File: config.mk
export PLATFORM = sky130hd
export DESIGN_NAME = credit_flow_controller
export DESIGN_NICKNAME = d
export VERILOG_FILES = /design/src/rtl/cfc_pkg.sv /design/src/rtl/cfc_core.sv /design/src/rtl/credit_flow_controller.sv
export SDC_FILE = /design/constraint.sdc
export NUM_CORES = 2
export LEC_CHECK = 0
export BUFFER_PORTS_ARGS = -buffer_cell sky130_fd_sc_hd__buf_2
export CORE_MARGIN = 2
export CORE_UTILIZATION = 65
export CTS_CLUSTER_DIAMETER = 150
export DETAILED_ROUTE_END_ITERATION = 10
export PLACE_DENSITY_LB_ADDON = 0.15
export SETUP_SLACK_MARGIN = 0.05
export SLEW_MARGIN = 10
export SYNTH_ARGS = -nofsm -noshare
export SYNTH_HDL_FRONTEND = slang
export SYNTH_SLANG_ARGS = --single-unit
File: constraint.sdc
create_clock -name aclk -period 11.33 [get_ports aclk]
set_input_delay 1.6995 -clock aclk [delete_from_list [all_inputs] [get_ports aclk]]
set_output_delay 1.6995 -clock aclk [all_outputs]
set_load 0.01 [all_outputs]
File: src/rtl/cfc_pkg.sv
// ----------------------------------------------------------------------------
// cfc_pkg
// shared types and constants for the credit flow controller
// ----------------------------------------------------------------------------
`default_nettype none

package cfc_pkg;

    localparam int OffsetBits = 62;
    localparam int StatusBits = 2;
    localparam int OpcodeBits = 3;
    localparam int CfgIndexBits = 2;

    localparam logic [OffsetBits-1:0] OffsetMax = {OffsetBits{1'b1}};
    localparam logic [OffsetBits-1:0] InitialLimit = OffsetBits'(16384);

    // event codes
    typedef enum logic [OpcodeBits-1:0] {
        OP_CONSUMED    = 3'd0,
        OP_BUFFERED    = 3'd1,
        OP_UNBUFFER    = 3'd2,
        OP_SENT        = 3'd3,
        OP_SEND_LIMIT  = 3'd4,
        OP_CHK_UPDATE  = 3'd5,
        OP_CHK_BLOCKED = 3'd6
    } opcode_t;

    // result status codes
    localparam logic [StatusBits-1:0] ST_OK          = 2'd0;
    localparam logic [StatusBits-1:0] ST_UNDERFLOW   = 2'd1;
    localparam logic [StatusBits-1:0] ST_OVERRUN     = 2'd2;
    localparam logic [StatusBits-1:0] ST_NOT_RAISED  = 2'd3;

    // configuration register indexes
    localparam logic [CfgIndexBits-1:0] CFG_ENABLE        = 2'd0;
    localparam logic [CfgIndexBits-1:0] CFG_INIT_SEND     = 2'd1;
    localparam logic [CfgIndexBits-1:0] CFG_INIT_RECEIVE  = 2'd2;
    localparam logic [CfgIndexBits-1:0] CFG_MAX_RX_WINDOW = 2'd3;

    typedef struct packed {
        logic                  enable;
        logic [OffsetBits-1:0] rx_window_max;
    } cfg_t;

    typedef struct packed {
        logic                  send_load;
        logic                  receive_load;
        logic [OffsetBits-1:0] value;
    } limit_load_t;

    typedef struct packed {
        logic [StatusBits-1:0] status;
        logic [OffsetBits-1:0] tx_credit;
        logic                  is_blocked;
        logic                  violation;
        logic                  update_sent;
        logic [OffsetBits-1:0] update_offset;
        logic                  blocked_sent;
    } result_t;

endpackage

`default_nettype wire

File: src/rtl/cfc_core.sv
// ----------------------------------------------------------------------------
// cfc_core
// flow control counters and the per-event update and result logic
// ----------------------------------------------------------------------------
`default_nettype none

module cfc_core (
    input  wire logic                               aclk,
    input  wire logic                               aresetn,
    input  wire logic                               advance,
    input  wire logic [cfc_pkg::OpcodeBits-1:0]     opcode,
    input  wire logic [cfc_pkg::OffsetBits-1:0]     amount,
    input  wire cfc_pkg::cfg_t                      cfg,
    input  wire cfc_pkg::limit_load_t               load,
    output cfc_pkg::result_t                        result
);

    localparam int W = cfc_pkg::OffsetBits;

    logic [W-1:0] consumed_reg, consumed_next;
    logic [W-1:0] buffered_reg, buffered_next;
    logic [W-1:0] sent_reg, sent_next;
    logic [W-1:0] send_limit_reg, send_limit_next;
    logic [W-1:0] receive_limit_reg, receive_limit_next;
    logic [W-1:0] last_blocked_reg, last_blocked_next;

    logic [cfc_pkg::StatusBits-1:0] status;
    logic                           upd;
    logic                           blk;
    logic [W:0]                     sum_c;
    logic [W:0]                     sum_b;
    logic [W:0]                     sum_s;
    logic [W:0]                     sum_r;
    logic [W:0]                     sum_cb;
    logic [W-1:0]                   left;
    logic [W-1:0]                   window;

    always_comb begin
        consumed_next      = consumed_reg;
        buffered_next      = buffered_reg;
        sent_next          = sent_reg;
        send_limit_next    = send_limit_reg;
        receive_limit_next = receive_limit_reg;
        last_blocked_next  = last_blocked_reg;
        status             = cfc_pkg::ST_OK;
        upd                = 1'b0;
        blk                = 1'b0;

        sum_c = {1'b0, consumed_reg} + {1'b0, amount};
        sum_b = {1'b0, buffered_reg} + {1'b0, amount};
        sum_s = {1'b0, sent_reg} + {1'b0, amount};
        left  = (consumed_reg > receive_limit_reg) ? '0 : receive_limit_reg - consumed_reg;
        sum_r = {1'b0, receive_limit_reg} + {1'b0, cfg.rx_window_max - left};

        if (cfg.enable) begin
            case (cfc_pkg::opcode_t'(opcode))
                cfc_pkg::OP_CONSUMED: begin
                    consumed_next = sum_c[W] ? cfc_pkg::OffsetMax : sum_c[W-1:0];
                end
                cfc_pkg::OP_BUFFERED: begin
                    buffered_next = sum_b[W] ? cfc_pkg::OffsetMax : sum_b[W-1:0];
                end
                cfc_pkg::OP_UNBUFFER: begin
                    if (buffered_reg < amount) begin
                        buffered_next = '0;
                        status        = cfc_pkg::ST_UNDERFLOW;
                    end else begin
                        buffered_next = buffered_reg - amount;
                    end
                end
                cfc_pkg::OP_SENT: begin
                    // also covers sent already past the limit
                    if (sum_s > {1'b0, send_limit_reg}) begin
                        sent_next = send_limit_reg;
                        status    = cfc_pkg::ST_OVERRUN;
                    end else begin
                        sent_next = sum_s[W-1:0];
                    end
                end
                cfc_pkg::OP_SEND_LIMIT: begin
                    if (amount <= send_limit_reg) begin
                        status = cfc_pkg::ST_NOT_RAISED;
                    end else begin
                        send_limit_next = amount;
                    end
                end
                cfc_pkg::OP_CHK_UPDATE: begin
                    if (left < (cfg.rx_window_max >> 1)) begin
                        receive_limit_next = sum_r[W] ? cfc_pkg::OffsetMax : sum_r[W-1:0];
                        upd = 1'b1;
                    end
                end
                cfc_pkg::OP_CHK_BLOCKED: begin
                    if (sent_reg >= send_limit_reg && last_blocked_reg < send_limit_reg) begin
                        last_blocked_next = send_limit_reg;
                        blk = 1'b1;
                    end
                end
                default: begin
                end
            endcase
        end

        window = (sent_next > send_limit_next) ? '0 : send_limit_next - sent_next;
        sum_cb = {1'b0, consumed_next} + {1'b0, buffered_next};

        result.status        = status;
        result.tx_credit     = window;
        result.is_blocked    = cfg.enable && (window == '0);
        result.violation     = cfg.enable && (sum_cb > {1'b0, receive_limit_next});
        result.update_sent   = upd;
        result.update_offset = receive_limit_next;
        result.blocked_sent  = blk;
    end

    always_ff @(posedge aclk) begin
        if (!aresetn) begin
            consumed_reg      <= '0;
            buffered_reg      <= '0;
            sent_reg          <= '0;
            send_limit_reg    <= cfc_pkg::InitialLimit;
            receive_limit_reg <= cfc_pkg::InitialLimit;
            last_blocked_reg  <= '0;
        end else begin
            if (advance) begin
                consumed_reg     <= consumed_next;
                buffered_reg     <= buffered_next;
                sent_reg         <= sent_next;
                last_blocked_reg <= last_blocked_next;
            end
            if (load.send_load) begin
                send_limit_reg <= load.value;
            end else if (advance) begin
                send_limit_reg <= send_limit_next;
            end
            if (load.receive_load) begin
                receive_limit_reg <= load.value;
            end else if (advance) begin
                receive_limit_reg <= receive_limit_next;
            end
        end
    end

endmodule

`default_nettype wire

File: src/rtl/credit_flow_controller.sv
// ----------------------------------------------------------------------------
// credit_flow_controller
// credit-based byte flow control for one stream
// ----------------------------------------------------------------------------
// usage:
//   s_ channel carries one event (opcode, amount) per transfer; m_ channel
//   returns exactly one result per event, in order
//   cfg_we/cfg_addr/cfg_wdata write one of the four control registers, chosen by cfg_addr;
//   writing a starting limit also loads it into the live limit, so write
//   only while no event is in flight
// path: an accepted event is evaluated in the input register against the
//   counters, and its result then moves into the result register, which
//   drives the m_ channel
// throughput: one event per cycle while m_ready is high; the counter update loop
//   (add, saturate, compare against the limits) sets this figure
// reset: counters and last blocked offset clear, both limits and the max
//   receive window go to 16384, flow control enabled, both channels empty
// stall: while m_ready is low the result holds, the input register keeps
//   its event, and s_ready drops once the input register is full
// ----------------------------------------------------------------------------
`default_nettype none

module credit_flow_controller (
    input  wire logic                                aclk,
    input  wire logic                                aresetn,

    // event channel
    input  wire logic                                s_valid,
    output      logic                                s_ready,
    input  wire logic [cfc_pkg::OpcodeBits-1:0]      s_opcode,
    input  wire logic [cfc_pkg::OffsetBits-1:0]      s_amount,

    // result channel
    output      logic                                m_valid,
    input  wire logic                                m_ready,
    output      logic [cfc_pkg::StatusBits-1:0]      m_status,
    output      logic [cfc_pkg::OffsetBits-1:0]      m_tx_credit,
    output      logic                                m_is_blocked,
    output      logic                                m_violation,
    output      logic                                m_update_sent,
    output      logic [cfc_pkg::OffsetBits-1:0]      m_update_offset,
    output      logic                                m_blocked_sent,

    // register write port
    input  wire logic                                cfg_we,
    input  wire logic [cfc_pkg::CfgIndexBits-1:0]    cfg_addr,
    input  wire logic [cfc_pkg::OffsetBits-1:0]      cfg_wdata
);

    // input register
    logic                               in_valid_reg;
    logic [cfc_pkg::OpcodeBits-1:0]     in_opcode_reg;
    logic [cfc_pkg::OffsetBits-1:0]     in_amount_reg;

    // result register
    logic                               out_valid_reg;
    cfc_pkg::result_t                   result_reg;
    cfc_pkg::result_t                   result_next;

    // control registers
    logic                               enable_reg;
    logic [cfc_pkg::OffsetBits-1:0]     max_rx_window_reg;

    cfc_pkg::cfg_t                      cfg;
    cfc_pkg::limit_load_t               load;
    logic                               advance;
    logic                               s_xfer;

    // the evaluated event moves into the result register when it is free
    assign advance = in_valid_reg && (!out_valid_reg || m_ready);
    assign s_ready = !in_valid_reg || advance;
    assign s_xfer  = s_valid && s_ready;

    assign cfg.enable        = enable_reg;
    assign cfg.rx_window_max = max_rx_window_reg;

    // starting limits go straight into the live limits
    assign load.send_load    = cfg_we && (cfg_addr == cfc_pkg::CFG_INIT_SEND);
    assign load.receive_load = cfg_we && (cfg_addr == cfc_pkg::CFG_INIT_RECEIVE);
    assign load.value        = cfg_wdata;

    always_ff @(posedge aclk) begin
        if (!aresetn) begin
            enable_reg        <= 1'b1;
            max_rx_window_reg <= cfc_pkg::InitialLimit;
        end else if (cfg_we) begin
            unique case (cfg_addr)
                cfc_pkg::CFG_ENABLE:        enable_reg        <= cfg_wdata[0];
                cfc_pkg::CFG_MAX_RX_WINDOW: max_rx_window_reg <= cfg_wdata;
                default: begin
                end
            endcase
        end
    end

    // input register, refilled on every transfer
    always_ff @(posedge aclk) begin
        if (!aresetn) begin
            in_valid_reg <= 1'b0;
        end else if (s_xfer) begin
            in_valid_reg <= 1'b1;
        end else if (advance) begin
            in_valid_reg <= 1'b0;
        end
    end

    always_ff @(posedge aclk) begin
        if (s_xfer) begin
            in_opcode_reg <= s_opcode;
            in_amount_reg <= s_amount;
        end
    end

    cfc_core u_core (
        .aclk    (aclk),
        .aresetn (aresetn),
        .advance (advance),
        .opcode  (in_opcode_reg),
        .amount  (in_amount_reg),
        .cfg     (cfg),
        .load    (load),
        .result  (result_next)
    );

    // result register
    always_ff @(posedge aclk) begin
        if (!aresetn) begin
            out_valid_reg <= 1'b0;
        end else if (advance) begin
            out_valid_reg <= 1'b1;
        end else if (m_ready) begin
            out_valid_reg <= 1'b0;
        end
    end

    always_ff @(posedge aclk) begin
        if (advance) begin
            result_reg <= result_next;
        end
    end

    assign m_valid         = out_valid_reg;
    assign m_status        = result_reg.status;
    assign m_tx_credit     = result_reg.tx_credit;
    assign m_is_blocked    = result_reg.is_blocked;
    assign m_violation     = result_reg.violation;
    assign m_update_sent   = result_reg.update_sent;
    assign m_update_offset = result_reg.update_offset;
    assign m_blocked_sent  = result_reg.blocked_sent;

endmodule

`default_nettype wire
# Yosys cells after proc, flatten, opt, wreduce, memory -nomap -nowiden
# Index checks and enable logic that the tools add are counted.
word_totals:
  register_bits: 632
  output_inout_bits: 132
  elab_cells: 102
op_classes:
  addsub: 9
  n_lt_le_gt_ge: 9
  n_eq_ne: 9
  muxes: 33
  n_reduce_logical: 23
op_table:
  columns: ["operator", "n"]
  rows:
  - ["two-way mux 62 bit", 22]
  - ["adder 62 x 62 -> 63 bit", 5]
  - ["subtractor 62 bit", 4]
  - ["greater-than comparator 63 x 62 -> 1 bit", 2]
  - ["greater-than comparator 62 bit", 2]
  - ["less-than comparator 62 bit", 2]
  - ["one-hot mux 62 bit (2 select lines)", 1]
  - [">= comparator 62 bit", 1]
  - ["less-or-equal comparator 62 bit", 1]
  - ["zero test 62 bit", 1]
  - ["less-than comparator 62 x 61 -> 1 bit", 1]
  - ["equality test 3 bit (second input constant)", 3]
  - ["AND reduction 2 bit", 4]
  - ["nonzero test 2 bit", 4]
  - ["logical AND 1 bit", 7]
  - ["two-way mux 1 bit", 7]
  - ["equality test 3 x 2 -> 1 bit (second input constant)", 2]
  - ["one-hot mux 2 bit (3 select lines)", 1]
  - ["equality test 2 bit (second input constant)", 2]
  - ["two-way mux 2 bit", 2]
  - ["AND reduction 4 bit", 1]
  - ["equality test 3 x 1 -> 1 bit (second input constant)", 1]
  - ["zero test 3 bit", 1]
  - ["equality test 2 x 1 -> 1 bit (second input constant)", 1]
  - ["3 further kinds", 5]

# Depth between registers and ports, before layout
logic_depth:
  word_depth: 10
  depth_mapped: 56

# Hierarchy
# Synthesis repeated with hierarchy kept, for this count alone.
unflattened:
  hier_cells: 8510
  hier_area_um2: 66774.0
modules_own_cells:
  columns: ["module", "n_inst", "cells_per_inst", "area_each_um2", "seq_area_each_um2"]
  rows:
  - ["cfc_core", 1, 8028, 58223.3, 7447.1]
  - ["credit_flow_controller", 1, 482, 8550.7, 7156.9]

# Worst setup path before layout
# No wires, ideal clock.
synth_path:
  path_type: "register to register"
  startpoint: "register u_core.receive_limit_reg[0]"
  endpoint: "register result_reg (netlist bit m_violation), data pin"
  setup_time_ps: 267
  arrival_ps: 10004
  required_time_ps: 11063
  setup_slack_ps: 1059
  path_stages_with_launch: 53
  n_path_buf: 3
  period_less_slack_ps: 10271
  path_cell_list: "dfxtp_1 -> inv_1 -> ha_1 -> fa_1 -> nand2b_1 -> a21oi_1 -> o211ai_1 -> o21ai_0 -> a2111oi_0 -> nor3_1 -> a21oi_1 -> o21ai_0 -> a21oi_1 -> o21bai_1 -> a2111oi_0 -> or3_1 -> ha_1 -> nand3_1 -> [... 17 more ...] -> nor3_1 -> nor3_1 -> buf_2 -> clkbuf_1 -> nand3_1 -> o21ai_0 -> ha_1 -> a21o_1 -> a21oi_1 -> nor2b_1 -> o21ai_0 -> nand2b_1 -> a221o_1 -> a21o_1 -> a31oi_1 -> o21ai_0 -> a221oi_1 -> a21oi_1"
synth_lines:
  columns: ["element", "line_no", "rtl"]
  rows:
  - ["from (decl)", "cfc_core.sv:24", "logic [W-1:0] receive_limit_reg, receive_limit_next;"]
  - ["from (signal assigned)", "cfc_core.sv:122", "receive_limit_reg <= cfc_pkg::InitialLimit;"]
  - ["from (signal assigned)", "cfc_core.sv:137", "receive_limit_reg <= load.value;"]
  - ["from (signal assigned)", "cfc_core.sv:139", "receive_limit_reg <= receive_limit_next;"]
  - ["to (signal assigned)", "credit_flow_controller.sv:138", "result_reg <= result_next;"]
  - ["to (decl)", "credit_flow_controller.sv:57", "cfc_pkg::result_t result_reg;"]

==> flow_summary.json <==
{
  "finalNetCount": 10100,
  "cts.sinks": 632,
  "status": "completed",
  "max_slew.worst_pin.slew_ns": 1.20,
  "die_h_um": 326,
  "synth_top_cell_area_share_pct": 17.4,
  "final_max_slew_viol_count": 0,
  "synth-seq-cells": 632,
  "yosysTopAreaCell": "ha_1",
  "synth_area_um2": 67200,
  "p_int_mw": 6.87,
  "dieArea_um2": 106000,
  "p_switching_mw": 5.74,
  "hp-class": "reg2reg",
  "critPathMaxStageDelay_ns": 0.54,
  "drtIter0Drc": 10000,
  "ys_warn_count": 0,
  "cts.clk_slew.worst_paths_ns": 0.06,
  "async_reset_ff_share_pct": 0,
  "insertion_delay_ns": 0.70,
  "drive_above_1_share_pct": 10.2,
  "power_mw": 12.6,
  "synth_cell_types": 108,
  "cts-root-buf": "clkbuf_16",
  "critPathCaptureType": "flip-flop",
  "cts_tree": "done",
  "min_period_ns": 11.07,
  "area_delta_synth_final_pct": 10.3,
  "synth_edf_count": 195,
  "synth_flop_cell": "dfxtp_1",
  "switching_share_pct": 45.5,
  "synth.avg_cell_area_um2": 7.59,
  "htreeDepth": 3,
  "num_io_pins": 266,
  "clkPwrFrac_pct": 21.7,
  "syn_inst": 8852,
  "worst_clock_skew_ns": 0.0298,
  "remaining_drc_errors": 0,
  "viasPerCell": 6.91,
  "period_share_pct": 97.7,
  "cap_violations": 0,
  "finalSetupViolCount": 0,
  "powerDensity_nw_per_um2": 170,
  "yosysSeqAreaShare_pct": 21.7,
  "worst_slack_ns": 0.259,
  "clk_path_buf_depth": 3,
  "holdWs_ns": 0.443,
  "core_um2": 102000,
  "antenna_found_initial": 11,
  "timing.critical_path.mode_cell": "a21oi_1",
  "place_ws_ns": -0.309,
  "track_usage_pct": 46.5,
  "crit_arrival_ns": 11.50,
  "cp-start-kind": "flip-flop",
  "fill_cells": 8234,
  "ys_top_cells_by_area": "ha_1 (17%), dfxtp_1 (13%), edfxtp_1 (8.7%), a21oi_1 (7.6%), o21ai_0 (5.0%)",
  "gp_congestion": 1.03,
  "vias": 72600,
  "grt_max_degree": 104,
  "rows": 117,
  "crit_fanout": 7,
  "syn-num-nets": 9928,
  "drt-wirelength-per-cell_um": 24.8,
  "timing.fmax_ghz": 0.0903,
  "hold_viol": 0,
  "worstPathRequired_ns": 11.76,
  "p_seq_share_pct": 20.8,
  "cpMaxStageDelayCell": "a2111oi_1",
  "multiInputGateArea_um2": 49200,
  "first_global_vias": 66400,
  "cts_buffers": 78,
  "leakagePower_nw": 33.6,
  "critPathKind": "reg2reg",
  "layout_common_cells": "a21oi_1 (997), ha_1 (927), nand2_1 (807)",
  "dpl_cell_area_um2": 71000,
  "fin_area_um2": 74100,
  "firstDrtPassIters": 9,
  "rsz0062_at_grt": "yes",
  "dp_hpwl_um": 202000,
  "ant_nets": 0,
  "p_comb_share_pct": 57.5,
  "overflow": 0,
  "grt_pass1_wl_um": 388000,
  "portBuffers": 265,
  "vdd_drop_max_uv": 181,
  "final_common_cell": "a21oi_1",
  "seq_area_um2": 14600,
  "relSlewSlack_pct": 19.0,
  "wl_um": 261000,
  "dieWidth_um": 326,
  "start_util_pct": 65.8
}
[final cells by class]
class	count	area share, %
Antenna cell	3	0.0101
Clock buffer	96	2.79
Clock inverter	48	0.813
Inverter	576	2.93
Multi-Input combinational cell	7202	66.4
Sequential cell	632	19.7
Tap cell	1368	2.31
Timing Repair Buffer	580	5.07
[cells in the mapped netlist (all sizes together) (111+ instances only)]
cell and count:
o21ai 693, nand3 201, o21bai 111, xor2 137, nor3 205, ha 933
nor2 753, inv 576, a21o 392, nand4 150, xnor2 251, clkbuf 361
nand2 811, a21oi 1025, edfxtp 195, a211oi 131, dfxtp 437
[stage by stage]
stage	setup TNS, ns	instances	util, %
after floorplan	0	8852	-
after CTS	0	10500	72.1
final	0	10500	72.6
after global routing	-0.167	10500	72.6
after detailed placement	-0.309	10400	69.4
after global placement	-0.165	10400	69.4
[repair_timing]
item                                    CTS  global route
hold buffers                              0             0
setup buffers                             0             8
pin swaps                                 0            17
endpoints found under the setup margin    2            64
gates resized for setup                   6           106
[kinds of logic (layout without fill, tap and decap cells)]
family	Yosys count	count (layout)	share of synthesized area [%]
AOI/OAI and AO/OA	3198	3198	30.5
adders and majority gates	942	942	17.6
DFF	632	632	21.7
other	0	3	0
xor gates and xnor gates	388	388	5.06
buffers and inverters	1018	1300	5.89
and+or+nand+nor	2579	2579	17.8
muxes	95	95	1.44
[routing by layer]
| layer | up-vias | share of wire, % | wire length (um) | GRT usage (%) |
|---|---|---|---|---|
| li1 | 33000 | - | - | - |
| met5 | - | 0.0050 | 13 | 0 |
| met1 | 33800 | 39 | 101000 | 60.2 |
| met2 | 4747 | 42 | 108000 | 69.0 |
| met3 | 1055 | 11 | 28200 | 9.23 |
| met4 | 2 | 8.7 | 22800 | 33.9 |
[final timing paths]
path                                   from  slack [ns]  cells after the start                     endpoint
setup / recovery           in_amount_reg[0]        0.26                     39                  m_violation
hold / removal    u_core.send_limit_reg[20]        0.44                      2  u_core.last_blocked_reg[20]
setup reg to reg           in_amount_reg[0]        0.26                     39                  m_violation
hold reg to reg   u_core.send_limit_reg[20]        0.44                      2  u_core.last_blocked_reg[20]
[critical path, delay by kind of cell, from the launching register on]
kind	cells	cell delay, ns
AOI/OAI and AO/OA	27	7.70
adders and majority gates	4	1.26
buffers and inverters	2	0.26
DFF	1	0.35
and+or+nand+nor	6	1.18
[power by group through the flow]
stage	Clock (mW)	Combinational, mW	Sequential, mW
2_1_floorplan	0	4.62	2.66
3_3_place_gp	0	6.64	2.66
3_5_place_dp	0	6.78	2.66
4_1_cts	2.72	6.86	2.62
5_1_grt	2.81	7.78	2.63
6_report	2.74	7.25	2.63
(Power assumes the default switching activity.)
